### config.mk
export PLATFORM = sky130hd
export DESIGN_NAME = bbe_window_mem
export DESIGN_NICKNAME = d
export VERILOG_FILES = /design/src/rtl/bbe_pkg.sv /design/src/rtl/bbe_window_mem.sv
export SDC_FILE = /design/constraint.sdc
export NUM_CORES = 2
export LEC_CHECK = 0
export BUFFER_PORTS_ARGS = -buffer_cell sky130_fd_sc_hd__buf_2
export CAP_MARGIN = 20
export CORE_MARGIN = 1
export CORE_UTILIZATION = 40
export DETAILED_ROUTE_END_ITERATION = 10
export PLACE_DENSITY = 0.6
export SYNTH_ARGS = -nofsm -noshare
export SYNTH_HDL_FRONTEND = slang
export SYNTH_SLANG_ARGS = --single-unit
### constraint.sdc
create_clock -name clk_i -period 3.91 [get_ports clk_i]
set_clock_uncertainty 0.05 [all_clocks]
set_input_delay 0.1955 -clock clk_i [delete_from_list [all_inputs] [get_ports clk_i]]
set_output_delay 0.1955 -clock clk_i [all_outputs]
set_load 0.03 [all_outputs]
### src/rtl/bbe_pkg.sv
// Shared types and constants of the edge-replicating box blur.
// No dependencies; the design modules of the block import this package.
package bbe_pkg;

  // Default largest window half width
  localparam int unsigned MaxRadiusDef = 63;
  // Width of the radius register
  localparam int unsigned RadiusW = 6;
  // Bits per color channel, also the number of quotient bits per divide
  localparam int unsigned ChanW = 8;
  // Color channels per pixel
  localparam int unsigned ChanCnt = 3;

  // One stored pixel
  typedef struct packed {
    logic [ChanW-1:0] red;
    logic [ChanW-1:0] green;
    logic [ChanW-1:0] blue;
  } pixel_t;

  // Incoming request payload
  typedef struct packed {
    logic [ChanW-1:0] blue;
    logic [ChanW-1:0] green;
    logic [ChanW-1:0] red;
    logic             line_end;
  } pix_req_t;

  // Result request payload
  typedef struct packed {
    logic [ChanW-1:0] out_blue;
    logic [ChanW-1:0] out_green;
    logic [ChanW-1:0] out_red;
    logic             out_line_last;
  } res_req_t;

  // Engine to output register: load strobe and line-last marker
  typedef struct packed {
    logic load;
    logic last;
  } res_load_t;

  // Engine sequencer states
  typedef enum logic [2:0] {
    ST_IDLE,
    ST_GATHER,
    ST_DRAIN,
    ST_START,
    ST_DIVIDE
  } eng_state_e;

  // Where one window tap comes from
  typedef enum logic [1:0] {
    SRC_NEWEST,
    SRC_FIRST,
    SRC_MEM
  } tap_src_e;

endpackage

### src/rtl/bbe_window_mem.sv
// Ring store of the most recent pixels of a line, one write and one read port.
// Depends on bbe_pkg for the pixel type.
module bbe_window_mem #(
  parameter int unsigned MAX_RADIUS = bbe_pkg::MaxRadiusDef,
  localparam int unsigned Depth = 2 * MAX_RADIUS + 1,
  localparam int unsigned AddrW = $clog2(Depth)
) (
  input  logic             clk_i,
  input  logic             we_i,
  input  logic [AddrW-1:0] waddr_i,
  input  bbe_pkg::pixel_t  wdata_i,
  input  logic             re_i,
  input  logic [AddrW-1:0] raddr_i,
  output bbe_pkg::pixel_t  rdata_o
);
  import bbe_pkg::*;

  pixel_t store_q [Depth];
  pixel_t rdata_q;

  // Write port
  always_ff @(posedge clk_i) begin
    if (we_i) begin
      store_q[waddr_i] <= wdata_i;
    end
  end

  // Registered read port
  always_ff @(posedge clk_i) begin
    if (re_i) begin
      rdata_q <= store_q[raddr_i];
    end
  end

  assign rdata_o = rdata_q;

endmodule

# ---- Yosys cells after proc, flatten, opt, wreduce, memory -nomap -nowiden
# Memory sizes are Yosys's and may differ from the RTL's. A register that Yosys moved wholly into a read port is not among the register bits.
# Cells that the tools add are included.
dict set report word_totals {
  mem_bits_rw 3048
  register_bits 0
  mem_count 1
}
# memory depth word_bits rd rd_clocked_by_memory_dff wr line_no
set mem_list {}
lappend mem_list {store_q 127 24 1 1 1 bbe_window_mem.sv:18} ;# pixel_t store_q [Depth];
dict set report classes {
  n_mux 2
}
# operator count
set op_table {}
lappend op_table {{two-way mux 1 bit} 2}

# ---- Logic depth before layout (Yosys ltp)
dict set report depth {
  depth_word 2
  mapped_depth 13
}

# ---- Least setup slack after synthesis
# OpenSTA, ideal clock, no wires.
dict set report synth_timing {
  kind {input to register}
  start {in we_i}
  end {mem store_q[100][0] (netlist name) (enable)}
  setup_time_ns 0.435
  path_slack_ns 0.989
  path_stages 3
  arrival_time_ns 2.436
  required_ns 3.425
  path_cell_list {clkbuf_1 -> nand4_1 -> nor3_1}
}
dict set report synth_via {
  elab_chain_len 2
}
# element line_no
set synth_lines {}
lappend synth_lines {{start, declared} bbe_window_mem.sv:9} ;# input logic we_i,
lappend synth_lines {{two-way mux 1 bit} bbe_window_mem.sv:23} ;# if (we_i) begin
lappend synth_lines {{two-way mux 1 bit (not written as such)} bbe_window_mem.sv:24} ;# store_q[waddr_i] <= wdata_i;
lappend synth_lines {{end, declared} bbe_window_mem.sv:18}
# No other way between the ends.

==> results.txt <==
Post-route setup TNS - 0 ns
Initial antenna violation count - 25
WP data arrival - 3.65 ns
Clock Sinks - 3,072
Commonest cells in the netlist - 3,072 x edfxtp_1, 772 x mux4_2, 231 x mux2i_1
Synthesis-stage register bit count - 3,072
Multi-input gate area in the final layout - 24,400 um^2
Critical path type - flop to flop
Reg2Reg Setup Slack - 0.79 ns
Area of the mapped netlist - 118,000 um^2
Area Growth Syn to Fin - 15.3%
Syn Nets - 5,085
Total iterations of the first detailed-routing run - 6
H-tree depth - 5
Final core utilization - 0.465
Critical Path RT - 4.44 ns
Min-Delay Path Class - input port to flop
Synth Area in Adders - 0
Drt wl/cell - 32.3 um
PwrDens - 510 nW/um^2
Library cells used by synthesis - 45
Critical Path End - rdata_o[14]$_DFFE_PP_
Die W - 544 um
Die Y - 544 um
Post-synthesis compound-gate area fraction - 0.0210
Initial Utilization - 0.403
R2R Path End - rdata_o[14]$_DFFE_PP_
Async set-or-reset flop fraction in the synthesized netlist - 0
Largest stage delay on the critical path - 0.99 ns
Cell family with most CP delay - compound AO/OA/AOI/OAI gates
Cells after DPL - 9,113
Core Rows - 198
Post-detail-place hpwl - 184,000 um
FF-to-FF Start - store_q[23][14]$_DFFE_PP_
Critical path startpoint - store_q[23][14]$_DFFE_PP_
Peak supply drop - 353 uV
Max Clk Rate - 321 MHz
Max Cap Viol - 0
Vias - 56,532
Root Driver - clkbuf_16
Post-Route WL - 314,000 um
Final cycle utilization of the critical path - 0.797
Clk pin slew, worst setup/hold paths - 0.06 ns
Final setup viols - 0
Initial drt markers - 7,047
RSZ-0062 raised after global routing - no
Yosys top cell area share - 0.784
First-pass GRT wire length - 439,000 um
Pleak - 42.4 nW
Worst-Skew Late Latency - 0.90 ns
Power Total - 69.2 mW
Top Ports - 65
Synth Area in XOR/XNOR - 0
Core area - 292,000 um^2
R2R cell count - 6
GP Congestion - 0.853
Worst-path maximum fanout - 1
Post-synth EDFFs - 3,072
DRC errors left - 0
CP startpoint kind - flop
Tmin final - 3.12 ns
Simple-Gate Fraction of Synth Area - 0.0110
Most common cell on crit path - a211oi_1
Largest family of logic cells by synthesized area - multiplexers
Leading post-synthesis cells by cell area - edfxtp_1 78%, mux4_2 15%, mux2i_1 2.0%
Syn Area/Cell - 23.3 um^2
Final hold slack - 0.0250 ns
Register area share after synthesis - 0.784
Vias in the first global route - 56,882
IO buf count - 64
Top FF cell, synth - edfxtp_1
Crit path buf inv count - 1
CP Depth - 6
Critical Path Slowest Stage Cell - a211oi_1
Largest net degree at the start of global routing - 128
Filler cells - 24,089
Die area - 296,000 um^2
Status - complete, no violations
Clk buf depth - 4
FF+latch area - 92,200 um^2
ANT nets after route - 0
CTS Buf Count - 318
Crit end category - flop
Synth Warn # - 0
Max-Slew Margin vs Limit - 0.187
Fin. Hold Viols - 0
Vias per cell - 5.82
Tot GR Track Use - 0.211
Mapped Cells - 5,044
Non-Filler Instances - 9,715
Total congestion overflow - 0
CTS tree - done
Max-slew violations - 0
Worst-Margin Slew - 1.22 ns
Layout cells sized above 1 - 0.318
Post-CTS setup buffers - 0
Mux cell area share after synthesis - 0.171
Cells along the critical path - mux4_2, mux2i_1, o22ai_1, a211oi_1, buf_4, a211oi_1
Synth area leader - edfxtp_1
PostCTS Resize Cnt - 0
Most frequent cell after synthesis - edfxtp_1
Fin nets - 5,602
[report_power, final]
| part | internal (mW) | switching, mW | total, mW | leakage (nW) |
|---|---|---|---|---|
| Sequential | 36.4 | 0.0991 | 36.5 | 27.6 |
| Combinational | 1.32 | 2.28 | 3.60 | 9.92 |
| Clock | 16.7 | 12.4 | 29.1 | 4.82 |
[kinds of logic (layout without fill, tap and decap cells)]
group,count (synthesis),in the layout
flip-flops,3072,3072
multiplexers,1041,1041
AO/OA/AOI/OAI,355,355
AND/OR/NAND/NOR,291,291
buffers and inverters,285,1038
other,0,18
[worst min-delay path by stage]
| stage | depth (start not counted) | slack [ns] | endpoint | from |
|---|---|---|---|---|
| 2_1_floorplan | 0 | 0.24 | store_q[0][0]$_DFFE_PP_ | wdata_i[0] |
| 3_3_place_gp | 1 | 0.63 | store_q[4][19]$_DFFE_PP_ | wdata_i[19] |
| 3_5_place_dp | 1 | 0.66 | store_q[4][19]$_DFFE_PP_ | wdata_i[19] |
| 4_1_cts | 1 | 0.002 | store_q[59][5]$_DFFE_PP_ | wdata_i[5] |
| 5_1_grt | 1 | 0.04 | rdata_o[22]$_DFFE_PP_ | re_i |
| 6_report | 1 | 0.03 | store_q[38][16]$_DFFE_PP_ | wdata_i[16] |
[worst reg2reg max path: cells and delay by family (launching register included)]
| kind | cells | cell delay (ns) |
|---|---|---|
| buffers and inverters | 1 | 0.26 |
| multiplexers | 2 | 0.83 |
| flip-flops | 1 | 0.36 |
| AO/OA/AOI/OAI | 3 | 1.35 |
[state kept, by name, indices dropped and copies added (netlist names)]
signal and count:
rdata_o 24, store_q 3048
[area by class of cell]
cell class | instances | share of cell area
Tap cell | 3900 | 0.0360
Multi-Input combinational cell | 1687 | 0.180
Antenna cell | 18 | 0.000332
Timing Repair Buffer | 479 | 0.0307
Clock inverter | 169 | 0.0116
Clock buffer | 387 | 0.0615
Inverter | 3 | 0.0000830
Sequential cell | 3072 | 0.680
[layout by cell type (no fill, tap or decap), types with 25 or more instances in the layout]
cell type,instances
nor2_4,29
buf_4,370
mux2_2,38
o22ai_1,36
clkbuf_16,324
a211oi_1,54
nand2_1,63
clkbuf_1,63
edfxtp_1,3072
dlygate4sd3_1,25
nor2_2,93
buf_2,37
mux2i_1,231
nor2b_1,29
clkinv_1,63
clkinv_2,52
a22oi_1,113
a21oi_1,60
mux4_2,772
buf_12,41
[timing repair]
| item | CTS | global route |
|---|---|---|
| endpoints found under the setup margin | 0 | 0 |
| hold endpoints to repair | 909 | 111 |
| hold buffers | 22 | 3 |
[routing by layer]
metal,vias to the layer above,global-route usage,share of wire
met4,2,0.0636,0.031
met1,30863,0.297,0.41
met5,-,0,0.000032
li1,22696,-,-
met2,2546,0.338,0.48
met3,425,0.0335,0.077
[metrics by stage]
| step | cell area, um^2 | worst slack (ns) |
|---|---|---|
| global route | 136000 | 0.888 |
| detailed placement | 125000 | -0.0727 |
| finish | 136000 | 0.793 |
| global placement | 125000 | -0.0454 |
| CTS | 135000 | 0.753 |
| floorplan | 118000 | 0.989 |
Power figures use the tool's default switching activity.
