--- src/rtl/bbe_pkg.sv ---
// Shared types and constants of the edge-replicating box blur.
// No dependencies; the design modules of the block import this package.
package bbe_pkg;

  // Default largest window half width
  localparam int unsigned MaxRadiusDef = 63;
  // Width of the radius register
  localparam int unsigned RadiusW = 6;
  // Bits per color channel, also the number of quotient bits per divide
  localparam int unsigned ChanW = 8;
  // Color channels per pixel
  localparam int unsigned ChanCnt = 3;

  // One stored pixel
  typedef struct packed {
    logic [ChanW-1:0] red;
    logic [ChanW-1:0] green;
    logic [ChanW-1:0] blue;
  } pixel_t;

  // Incoming request payload
  typedef struct packed {
    logic [ChanW-1:0] blue;
    logic [ChanW-1:0] green;
    logic [ChanW-1:0] red;
    logic             line_end;
  } pix_req_t;

  // Result request payload
  typedef struct packed {
    logic [ChanW-1:0] out_blue;
    logic [ChanW-1:0] out_green;
    logic [ChanW-1:0] out_red;
    logic             out_line_last;
  } res_req_t;

  // Engine to output register: load strobe and line-last marker
  typedef struct packed {
    logic load;
    logic last;
  } res_load_t;

  // Engine sequencer states
  typedef enum logic [2:0] {
    ST_IDLE,
    ST_GATHER,
    ST_DRAIN,
    ST_START,
    ST_DIVIDE
  } eng_state_e;

  // Where one window tap comes from
  typedef enum logic [1:0] {
    SRC_NEWEST,
    SRC_FIRST,
    SRC_MEM
  } tap_src_e;

endpackage

--- src/rtl/bbe_divider.sv ---
// Rounding mean unit: (2*sum + W) / (2*W) for three channels, one quotient bit
// per cycle by restoring division. Depends on bbe_pkg for channel constants.
module bbe_divider #(
  parameter int unsigned MAX_RADIUS = bbe_pkg::MaxRadiusDef,
  localparam int unsigned Depth = 2 * MAX_RADIUS + 1,
  localparam int unsigned SumW  = $clog2(Depth * 255 + 1),
  localparam int unsigned WinW  = $clog2(Depth + 1),
  localparam int unsigned NumW  = $clog2(Depth * 511 + 1),
  localparam int unsigned DivW  = WinW + 1
) (
  input  logic                          clk_i,
  input  logic                          rst_ni,
  input  logic                          start_i,
  input  logic [SumW-1:0]               sum_i [bbe_pkg::ChanCnt],
  input  logic [WinW-1:0]               win_i,
  output logic                          done_o,
  output logic [bbe_pkg::ChanW-1:0]     quot_o [bbe_pkg::ChanCnt]
);
  import bbe_pkg::*;

  localparam int unsigned CntW = $clog2(ChanW);

  logic            busy_q, busy_d;
  logic            done_q, done_d;
  logic [CntW-1:0] cnt_q, cnt_d;
  logic [DivW-1:0] den_q;
  logic [DivW-1:0] rem_q [ChanCnt];
  logic [DivW-1:0] rem_d [ChanCnt];
  logic [ChanW-1:0] nq_q [ChanCnt];
  logic [ChanW-1:0] nq_d [ChanCnt];
  logic [NumW-1:0] num  [ChanCnt];
  logic [DivW:0]   rem_sh [ChanCnt];
  logic [DivW:0]   den_ext;
  logic [DivW-1:0] den_new;

  // Numerators at start and one shift-subtract step per channel
  always_comb begin
    den_new = {win_i, 1'b0};
    den_ext = {1'b0, den_q};
    for (int i = 0; i < ChanCnt; i++) begin
      num[i]    = NumW'({sum_i[i], 1'b0}) + NumW'(win_i);
      rem_sh[i] = {rem_q[i], nq_q[i][ChanW-1]};
      if (start_i) begin
        rem_d[i] = DivW'(num[i] >> ChanW);
        nq_d[i]  = num[i][ChanW-1:0];
      end else if (busy_q) begin
        if (rem_sh[i] >= den_ext) begin
          rem_d[i] = DivW'(rem_sh[i] - den_ext);
          nq_d[i]  = {nq_q[i][ChanW-2:0], 1'b1};
        end else begin
          rem_d[i] = DivW'(rem_sh[i]);
          nq_d[i]  = {nq_q[i][ChanW-2:0], 1'b0};
        end
      end else begin
        rem_d[i] = rem_q[i];
        nq_d[i]  = nq_q[i];
      end
    end
  end

  // Step counter and status
  always_comb begin
    busy_d = busy_q;
    done_d = done_q;
    cnt_d  = cnt_q;
    if (start_i) begin
      busy_d = 1'b1;
      done_d = 1'b0;
      cnt_d  = '0;
    end else if (busy_q) begin
      cnt_d = cnt_q + CntW'(1);
      if (cnt_q == CntW'(ChanW - 1)) begin
        busy_d = 1'b0;
        done_d = 1'b1;
      end
    end
  end

  always_ff @(posedge clk_i or negedge rst_ni) begin
    if (!rst_ni) begin
      busy_q <= 1'b0;
      done_q <= 1'b0;
      cnt_q  <= '0;
    end else begin
      busy_q <= busy_d;
      done_q <= done_d;
      cnt_q  <= cnt_d;
    end
  end

  // Datapath registers; the low numerator bits turn into the quotient
  always_ff @(posedge clk_i) begin
    if (start_i) begin
      den_q <= den_new;
    end
    rem_q <= rem_d;
    nq_q  <= nq_d;
  end

  assign done_o = done_q;
  assign quot_o = nq_q;

endmodule

--- config.mk ---
export PLATFORM = sky130hd
export DESIGN_NAME = bbe_divider
export DESIGN_NICKNAME = d
export VERILOG_FILES = /design/src/rtl/bbe_pkg.sv /design/src/rtl/bbe_divider.sv
export SDC_FILE = /design/constraint.sdc
export NUM_CORES = 1
export LEC_CHECK = 0
export BUFFER_PORTS_ARGS = -buffer_cell sky130_fd_sc_hd__buf_2
export CELL_PAD_IN_SITES_DETAIL_PLACEMENT = 0
export CELL_PAD_IN_SITES_GLOBAL_PLACEMENT = 1
export CORE_AREA = 2 2 141 88
export DETAILED_ROUTE_END_ITERATION = 8
export DIE_AREA = 0 0 143 90
export PLACE_DENSITY = 0.87
export SLEW_MARGIN = 15
export SYNTH_ARGS = -nofsm -noshare
export SYNTH_HDL_FRONTEND = slang
export SYNTH_SLANG_ARGS = --single-unit
--- constraint.sdc ---
create_clock -name clk_i -period 2.59 [get_ports clk_i]
set_input_delay 0.1295 -clock clk_i [delete_from_list [all_inputs] [get_ports clk_i]]
set_output_delay 0.1295 -clock clk_i [all_outputs]
set_load 0.01 [all_outputs]
Yosys cells after proc, flatten, opt, wreduce, memory -nomap -nowiden. Index checks and enable logic that the tools add are counted.

Add/subtract/negate cells: 7. Magnitude comparators: 3. Equal/unequal tests: 1. Mux-type cells: 26. Reduce and logical (&&, ||, !) cells: 3.

Operators with widths (number): $mux 8 (15); $add 16x7->16 (3); $ge 9x8->1 (3); $sub 8x8->8 (3); $mux 1 (9); $mux 3 (2); $reduce_bool 2->1 (2); $add 3x1->3 const B (1); $eq 3x3->1 const B (1); $reduce_and 2->1 (1).

Register bits: 60. Bits of input ports: 55. Output and inout bits: 25. Logic and storage cells: 50.

Depth between registers and ports, before layout.
Word-level depth: 4. Depth in mapped cells: 9.

Worst setup path after synthesis. No wires, ideal clock.

Kind: in2reg. Start: input start_i. End: register nq_q, in the netlist quot_o[0] (enable). Library setup time: 0.583 ns. Arrival: 1.756 ns. Required time: 2.007 ns. Slack: 0.251 ns. Stages: 5. Path buffers: 3. Cell sequence: clkbuf_1 -> inv_1 -> clkbuf_1 -> clkbuf_1 -> nand2_1.

Cells in the longest elaborated chain, start to end: 1.

RTL lines: start, declared (line bbe_divider.sv:13) `input logic start_i,`; $reduce_bool 2->1 (no line); end signal, assigned (line bbe_divider.sv:97) `nq_q <= nq_d;`; end, declared (line bbe_divider.sv:29) `logic [ChanW-1:0] nq_q [ChanCnt];`.

No other way between the ends. A chain may end at the register's enable or synchronous reset.

==> summary.txt <==
Synth
  • Syn Inst Count: 513
  • EDFF count, synth: 55
  • Flops & latches, synth: 60
  • Library cells used by synthesis: 70
  • Most used DFF post-synth: edfxtp_1
  • Syn Nets: 615
  • Mapped Area: 5070 µm²
  • Post-synthesis sequential area ratio: 0.351
  • Post-synth ARST share: 0.0833
  • Synth Area per Inst: 9.88 µm²
  • Warnings from Yosys: 0

Critical path
  • Crit Reg-Reg Startpoint: den_q[1]
  • CP delay by family, top: adder cells
  • Levels on crit path: 7
  • Crit path DAT: 2.56 ns
  • Critical path launch point type: flop
  • WS Path Type: flop to flop
  • Worst setup path startpoint: den_q[1]
  • Max stage delay on crit path: 0.43 ns
  • Slowest-stage cell, CP: edfxtp_1
  • CP cell instances: ha_1 > fa_1 > nand2b_1 > a21oi_2 > or4_4 > nand2_2 > a311o_1
  • Crit-path max FO: 6
  • Buf/Inv on CP: 0
  • Crit end category: flop
  • CP required: 2.67 ns
  • Worst r2r path cells: 7

Timing
  • Final hold slack: 0.0581 ns
  • Crit share post-route: 0.955
  • Total Neg Setup Slack: 0 ns
  • Unrepaired setup endpoints after global routing: false
  • Rel. slew slack: 0.554
  • Setup ws final: 0.116 ns
  • Slew @ Worst Pin: 0.662 ns
  • Clock Skew: 0.0100 ns
  • Final setup vio count: 0
  • Max Slew Vio Count: 0
  • Min Tclk post-route: 2.47 ns
  • Final hold vios: 0
  • Fmax: 404 MHz

Routing
  • Vias/cell: 5.71
  • Antenna Nets Post-Route: 0
  • First DRT Iteration DRCs: 321
  • Remaining DRCs: 0
  • 1st-pass router iterations: 5
  • Post-DR wirelength/cell: 18.3 µm
  • Vias: 4391
  • DRT met1 WL: 6830 µm
  • Post-Route WL: 14100 µm
  • Wire length on met3: 973 µm
  • Highest metal used: met5
  • Routed wl met2: 6050 µm

Pwr
  • P_leak: 2.53 nW
  • Peak VDD IR: 0.456 mV
  • PD cells: 931 nW/µm²
  • Total power: 5.61 mW

Die
  • Starting Density: 0.434
  • IO Pins: 80
  • Die Area: 12900 µm²
  • Rows: 31
  • Die W: 143 µm
  • Vertical die dimension: 90 µm
  • Core Footprint: 11700 µm²

Final layout
  • Most frequent cells in the layout: buf_2, edfxtp_1, ha_1, nor2_1, o21ai_0
  • Final net count: 701
  • Post-route cell area: 6020 µm²
  • Layout Area Growth over Synthesis: 18.9%
  • Most common cell after layout, fill and taps aside: buf_2
  • Final core occ: 0.516
  • Final Non-Filler Cells: 769
  • Layout cells sized above 1: 0.219
  • Ant diodes: 0

Clocking
  • Skew-Pair Late Insertion Delay: 0.34 ns
  • CTS tree: built
  • Worst-path clk slew: 0.06 ns
  • Sink Count: 60
  • H-tree depth: 3
  • TritonCTS buffer count: 9
  • Max Root-Sink Buffers: 2
  • # Post-CTS Setup Buffers: 0
  • Clock Tree Root: clkbuf_16

Flow run
  • Max cap viols: 0

GRT
  • Initial antenna violation count: 1
  • Number of global-route vias before repair: 4325
  • Grt ovf: 0
  • Largest net degree at the start of global routing: 69
  • Gr usage total: 0.222
  • Global-route wire length before repair: 22100 µm

Place
  • Routability cong.: 0.880
  • Cell count after placement: 751
  • IO buf count: 79
  • DP Wirelength: 10600 µm
  • Dpl cell area: 5700 µm²
  • Pre-CTS setup slack: 0.120 ns

Hold path
  • Hold depth: 1
  • Worst min path class: input pin to flop
  • HP Start: win_i[3]

Status
  • Status: finished clean
==> cell usage after synthesis (3+ instances only) <==
cell	instances	area, µm²
a211o_1	3	26.3
a211oi_1	13	97.6
a211oi_2	3	37.5
a21o_1	9	67.6
a21oi_1	18	90.1
a221oi_1	6	52.6
a311o_1	4	40.0
and3_1	5	31.3
buf_1	3	11.3
clkbuf_1	7	26.3
dfrtp_1	5	125
edfxtp_1	55	1650
fa_1	6	120
ha_1	41	513
inv_1	30	113
mux2_2	9	101
mux2i_1	21	210
nand2_1	28	105
nand2b_1	12	75.1
nand3_1	9	45.0
nand4_1	7	43.8
nor2_1	40	150
nor2b_1	10	62.6
nor3_1	23	115
nor3b_1	4	30.0
nor4_1	4	25.0
o21a_1	10	75.1
o21ai_0	31	155
o21bai_1	4	30.0
o31a_1	4	35.0
o31ai_1	4	30.0
or2_2	4	25.0
xnor2_1	20	175
xor2_1	15	131
==> routing by layer <==
layer	GRT usage	vias to the layer above
met3	0.0495	25
met2	0.333	170
met1	0.322	2061
li1	-	2133
met4	0.0569	2
met5	0	-
==> path summary, 6_finish.rpt <==
kind,to,slack [ns]
min in group asynchronous,busy_q,0.14
max in group asynchronous,cnt_q[0],2.32
setup / recovery,rem_q[3],0.12
hold reg to reg,done_o,0.53
hold / removal,den_q[4],0.06
setup reg to reg,rem_q[3],0.12
==> cells by family after synthesis <==
group                      Yosys count  share of synthesized area
AOI/OAI and AO/OA                  137                      0.203
xor gates and xnor gates            35                     0.0605
buffers and inverters               43                     0.0331
DFF                                 60                      0.351
adders and majority gates           47                      0.125
and+or+nand+nor                    161                      0.166
muxes                               30                     0.0615
==> cell type report <==
cell class	count	area, µm²
fill	1072	5650
multi-input combinational	410	3130
sequential	60	1780
timing repair buffer	88	493
clock buffer	11	233
tap	165	206
inverter	30	113
clock inverter	5	76.3
==> power breakdown <==
| group | switching (mW) | internal, mW |
|---|---|---|
| logic | 1.48 | 1.19 |
| clock network | 0.445 | 0.837 |
| registers | 0.212 | 1.44 |
==> repair_timing <==
item | 4_1_cts | 5_1_grt
resized for setup | 0 | 0
hold buffers | 2 | 0
setup endpoints to repair | 0 | 0
endpoints found under the hold margin | 6 | 0
==> registers in the layout, indices dropped and copies added (netlist names) <==
signal / cells
quot_o: 24
rem_q: 24
den_q: 7
cnt_q: 3
busy_q: 1
done_o: 1
No activity file was read; power rests on OpenSTA's default activity.
